===== src/rtl/tdu_pkg.sv =====
// Shared types, codes and constants of the 2-bit DNA unpacker.
`default_nettype none

package tdu_pkg;

  localparam int unsigned MAX_INTERVALS_DEF = 64;

  localparam int unsigned CFG_IDX_W = 1;
  localparam logic [CFG_IDX_W-1:0] CFG_REGION_START = 1'b0;
  localparam logic [CFG_IDX_W-1:0] CFG_REGION_END   = 1'b1;

  localparam logic [7:0] CHAR_T       = 8'h54;
  localparam logic [7:0] CHAR_C       = 8'h43;
  localparam logic [7:0] CHAR_A       = 8'h41;
  localparam logic [7:0] CHAR_G       = 8'h47;
  localparam logic [7:0] CHAR_N       = 8'h4E;
  localparam logic [7:0] CASE_OFFSET  = 8'h20;
  localparam logic [7:0] CHAR_NONE    = 8'h00;

  typedef enum logic [1:0] {
    REQ_LOAD_UNKNOWN = 2'd0,
    REQ_LOAD_MASK    = 2'd1,
    REQ_BYTE         = 2'd2,
    REQ_CLEAR        = 2'd3
  } req_type_e;

  typedef struct packed {
    logic latch;
    logic load;
    logic clear;
    logic rewind;
    logic start_byte;
    logic seek;
    logic step_k;
    logic done_byte;
    logic emit_base;
    logic emit_error;
  } dp_cmd_t;

  typedef struct packed {
    req_type_e req_type;
    logic      table_full;
    logic      byte_bad;
    logic      in_region;
    logic      need_seek;
    logic      last_emit;
    logic      k_last;
    logic      out_free;
  } dp_status_t;

  function automatic logic [7:0] base_char_of(input logic [1:0] code);
    logic [7:0] ch;
    unique case (code)
      2'd0:    ch = CHAR_T;
      2'd1:    ch = CHAR_C;
      2'd2:    ch = CHAR_A;
      default: ch = CHAR_G;
    endcase
    return ch;
  endfunction

endpackage

`default_nettype wire


===== src/rtl/tdu_ctrl.sv =====
// Controller: sequences loads, clears and the per-base walk of a packed byte.
`default_nettype none

module tdu_ctrl (
  input  logic                clk_i,
  input  logic                rst_ni,
  input  logic                req_valid_i,
  output logic                req_ready_o,
  input  tdu_pkg::dp_status_t status_i,
  output tdu_pkg::dp_cmd_t    cmd_o
);

  import tdu_pkg::*;

  typedef enum logic [1:0] {
    ST_IDLE,
    ST_DISPATCH,
    ST_WALK
  } state_e;

  state_e state_q, state_d;

  assign req_ready_o = (state_q == ST_IDLE);

  always_comb begin
    state_d = state_q;
    cmd_o   = '0;
    unique case (state_q)
      ST_IDLE: begin
        if (req_valid_i) begin
          cmd_o.latch = 1'b1;
          state_d     = ST_DISPATCH;
        end
      end
      ST_DISPATCH: begin
        unique case (status_i.req_type) inside
          REQ_LOAD_UNKNOWN, REQ_LOAD_MASK: begin
            if (!status_i.table_full) begin
              cmd_o.load = 1'b1;
              state_d    = ST_IDLE;
            end else if (status_i.out_free) begin
              cmd_o.emit_error = 1'b1;
              state_d          = ST_IDLE;
            end
          end
          REQ_CLEAR: begin
            cmd_o.clear  = 1'b1;
            cmd_o.rewind = 1'b1;
            state_d      = ST_IDLE;
          end
          default: begin
            if (!status_i.byte_bad) begin
              cmd_o.start_byte = 1'b1;
              state_d          = ST_WALK;
            end else if (status_i.out_free) begin
              cmd_o.rewind     = 1'b1;
              cmd_o.emit_error = 1'b1;
              state_d          = ST_IDLE;
            end
          end
        endcase
      end
      ST_WALK: begin
        if (!status_i.in_region) begin
          if (status_i.k_last) begin
            cmd_o.done_byte = 1'b1;
            state_d         = ST_IDLE;
          end else begin
            cmd_o.step_k = 1'b1;
          end
        end else if (status_i.need_seek) begin
          cmd_o.seek = 1'b1;
        end else if (status_i.out_free) begin
          cmd_o.emit_base = 1'b1;
          if (status_i.last_emit) begin
            cmd_o.done_byte = 1'b1;
            state_d         = ST_IDLE;
          end else begin
            cmd_o.step_k = 1'b1;
          end
        end
      end
      default: state_d = ST_IDLE;
    endcase
  end

  always_ff @(posedge clk_i or negedge rst_ni) begin
    if (!rst_ni) begin
      state_q <= ST_IDLE;
    end else begin
      state_q <= state_d;
    end
  end

endmodule

`default_nettype wire


===== config.mk =====
export PLATFORM = sky130hd
export DESIGN_NAME = tdu_ctrl
export DESIGN_NICKNAME = d
export VERILOG_FILES = /design/src/rtl/tdu_pkg.sv /design/src/rtl/tdu_ctrl.sv
export SDC_FILE = /design/constraint.sdc
export NUM_CORES = 1
export LEC_CHECK = 0
export BUFFER_PORTS_ARGS = -buffer_cell sky130_fd_sc_hd__buf_2
export CAP_MARGIN = 40
export CORE_AREA = 5 5 42 44
export CTS_CLUSTER_DIAMETER = 60
export CTS_CLUSTER_SIZE = 30
export DETAILED_ROUTE_END_ITERATION = 8
export DIE_AREA = 0 0 47 49
export PLACE_DENSITY_LB_ADDON = 0.3
export SYNTH_ARGS = -nofsm -noshare
export SYNTH_HDL_FRONTEND = slang
export SYNTH_SLANG_ARGS = --single-unit

===== constraint.sdc =====
create_clock -name clk_i -period 1.38 [get_ports clk_i]
set_clock_uncertainty 0.15 [all_clocks]
set_input_delay 0.138 -clock clk_i [delete_from_list [all_inputs] [get_ports clk_i]]
set_output_delay 0.138 -clock clk_i [all_outputs]
set_load 0.1 [all_outputs]

==> results.py <==
metrics = {
    "routing": {
        "routed_wl_um": 786,
        "wl_per_cell_um": 10.1,
        "vias_per_cell": 4.22,
        "drc": 0,
        "drt_iter0_drc": 3,
        "drt_first_pass_iters": 4,
        "ant_nets": 0,
        "vias": 329,
    },
    "final_layout": {
        "area_delta_synth_final_pct": 187,
        "reg_top3": "state_q: 2 flops",
        "fin_cells": 78,
        "diodes": 0,
        "fill_cells": 148,
        "largest_reg_flops": 2,
        "final_nets": 75,
        "drive_above_1_share": 0.742,
        "top_register": "state_q",
    },
    "synth": {
        "synth_top_area_frac": 0.214,
        "yosysMostFrequentCell": "nor2_1",
        "synth_top_area_cell": "dfrtp_1",
        "synthCells": 31,
        "synthDistinctLibCells": 19,
        "synth-edff-count": 0,
        "synth-seq-cells": 2,
        "synthTopCellsByCount": "nor2_1, inv_1",
        "ys_seq_area_frac": 0.214,
        "ys_warn_count": 0,
        "async_reset_ff_frac": 1.00,
        "synthTopCellsByArea": "dfrtp_1, nor2_1, and3_2, nor2b_4, a31oi_1",
        "mappedNetlistArea_sq_um": 234,
        "synth_flop_cell": "dfrtp_1",
        "avgSynthCellArea_sq_um": 7.55,
        "synth.net_count": 43,
    },
    "floorplanning": {
        "rows": 14,
        "die_h_um": 49,
        "dieArea_sq_mm": 0.00230,
        "io_pins": 23,
        "initial_core_util": 0.167,
        "core-area_sq_mm": 0.00140,
        "die_w_um": 47,
    },
    "critical_path": {
        "cp.arrival_ns": 1.28,
        "cp.depth": 3,
        "critPathKind": "reg2out",
        "timing.rr.end": "state_q[1]$_DFFE_PN0P_",
        "required_ns": 1.09,
        "path_cells": "nor2b_4, nor3b_4, buf_12",
        "r2r_slack_ns": 0.21,
        "start_kind": "register",
        "critPathMaxStageDelay_ns": 0.42,
        "path_buf_inv": 1,
        "cp_max_fo": 5,
        "endpoint_kind": "output pin",
        "crit_slowest_cell": "dfrtp_2",
        "reg2regPathDepth": 3,
        "reg2reg_from": "state_q[0]$_DFFE_PN0P_",
        "critPathTopFamily": "flip-flops",
    },
    "global_route": {
        "grt_start_max_net_pins": 7,
        "antenna_found_initial": 0,
        "grt_pass1_wl_mm": 1.41,
        "grt_usage": 0.0873,
        "grt_overflow_total": 0,
        "grt_pass1_vias": 346,
    },
    "timing": {
        "max_freq_mhz": 637,
        "fin_crit_ns": 1.57,
        "min_period_over_period": 1.14,
        "whs_ns": 0.0698,
        "worst_pin_slew_ns": 0.368,
        "finalSetupTns_ns": -1.43,
        "finalWorstSetupSlack_ns": -0.190,
        "setup_viol": 11,
        "max-slew-margin-rel": 0.754,
        "rsz0062_at_grt": "true",
        "hold_violations": 0,
        "maxSlewViolCount": 0,
    },
    "power": {
        "swShare": 0.452,
        "fin_total_pwr_mw": 0.596,
        "ir_drop_mv": 0.410,
        "p_comb_frac": 0.628,
        "p_clk_frac": 0.251,
        "leakage_nw": 0.308,
        "cellInternalPower_mw": 0.327,
        "switchingPower_mw": 0.270,
        "p_per_area_mw_per_mm2": 889,
        "power_frac_seq": 0.121,
    },
    "status": {
        "status": "finished with violations",
        "violations": "setup timing",
    },
    "cts": {
        "post_cts_buffers": 0,
        "cts_buffer_depth": 2,
        "clk_latency_ns": 0.23,
        "root_buffer": "clkbuf_4",
        "clock_sinks": 2,
        "cts_buffers": 3,
        "cts.clk_slew.worst_paths_ns": 0.04,
        "cts_max_level": 1,
        "tritoncts": "yes",
    },
    "placement": {
        "finalWeightedCongestion": 0.684,
        "place_inst": 73,
        "place_ws_ns": -0.00289,
        "portBuffers": 22,
        "hpwl_um": 694,
    },
    "run": {
        "max_cap_violations": 0,
    },
    "hold_path": {
        "hold_class": "in2async",
    },
}
==> logic make-up after synthesis <==
family | share of synthesized area
buffers and inverters | 0.0481
AND/OR/NAND/NOR | 0.561
flip-flops | 0.214
AO/OA/AOI/OAI | 0.176
==> placed cells by master (no fill, tap or decap), types with 2 or more instances in the layout <==
master    netlist  layout
nor2b_4         1       2
buf_12          0      11
buf_4           0       4
nor2_4          0       4
a31oi_1         2       2
clkbuf_4        0       3
inv_1           3       3
and3_2          2       3
nor2_1          6       2
buf_2           0      11
==> cell type report <==
type	count	area [sq um]	area share
multi-input cells	26	246	0.368
inverters	3	11.3	0.0168
repair buffers	27	315	0.470
clock buffers	4	26.3	0.0392
well taps	16	20.0	0.0299
flip-flops and latches	2	51.3	0.0765
==> repair_timing <==
item,CTS,global route
pin swaps,1,0
gates resized for setup,2,0
endpoints found under the hold margin,2,0
hold buffers,1,0
setup endpoints to repair,11,11
==> how the worst max path moves through the flow <==
| stage | startpoint | end | slack (ns) |
|---|---|---|---|
| after floorplan | state_q[0]$_DFFE_PN0P_ | cmd_o[5] | -0.39 |
| after global placement | state_q[1]$_DFFE_PN0P_ | cmd_o[5] | 0.03 |
| after detailed placement | state_q[1]$_DFFE_PN0P_ | cmd_o[5] | -0.003 |
| after CTS | state_q[1]$_DFFE_PN0P_ | cmd_o[8] | -0.22 |
| after global routing | state_q[0]$_DFFE_PN0P_ | cmd_o[5] | -0.27 |
| final | state_q[1]$_DFFE_PN0P_ | cmd_o[8] | -0.19 |
==> metrics by stage <==
step                      area, sq um   util
after detailed placement          627  0.447
after global routing              671  0.479
after global placement            627  0.447
after CTS                         671  0.479
final                             671  0.479
after floorplan                   302      -
==> per-layer routing <==
| metal | routed length, um | vias to the layer above | track usage | share of wire |
|---|---|---|---|---|
| met5 | 0 | - | 0 | 0 |
| met4 | 0 | 0 | 0.0691 | 0 |
| met3 | 75 | 0 | 0.0406 | 0.095 |
| met2 | 415 | 14 | 0.115 | 0.53 |
| met1 | 296 | 144 | 0.103 | 0.38 |
| li1 | - | 171 | - | - |
==> power by group through the flow <==
stage | registers, mW | logic, mW | clock network [mW]
final | 0.0724 | 0.374 | 0.150
after global routing | 0.0737 | 0.392 | 0.170
after CTS | 0.0725 | 0.379 | 0.159
after detailed placement | 0.0726 | 0.372 | 0
after global placement | 0.0721 | 0.369 | 0
after floorplan | 0.0760 | 0.218 | 0
No activity file was read; power rests on OpenSTA's default activity.
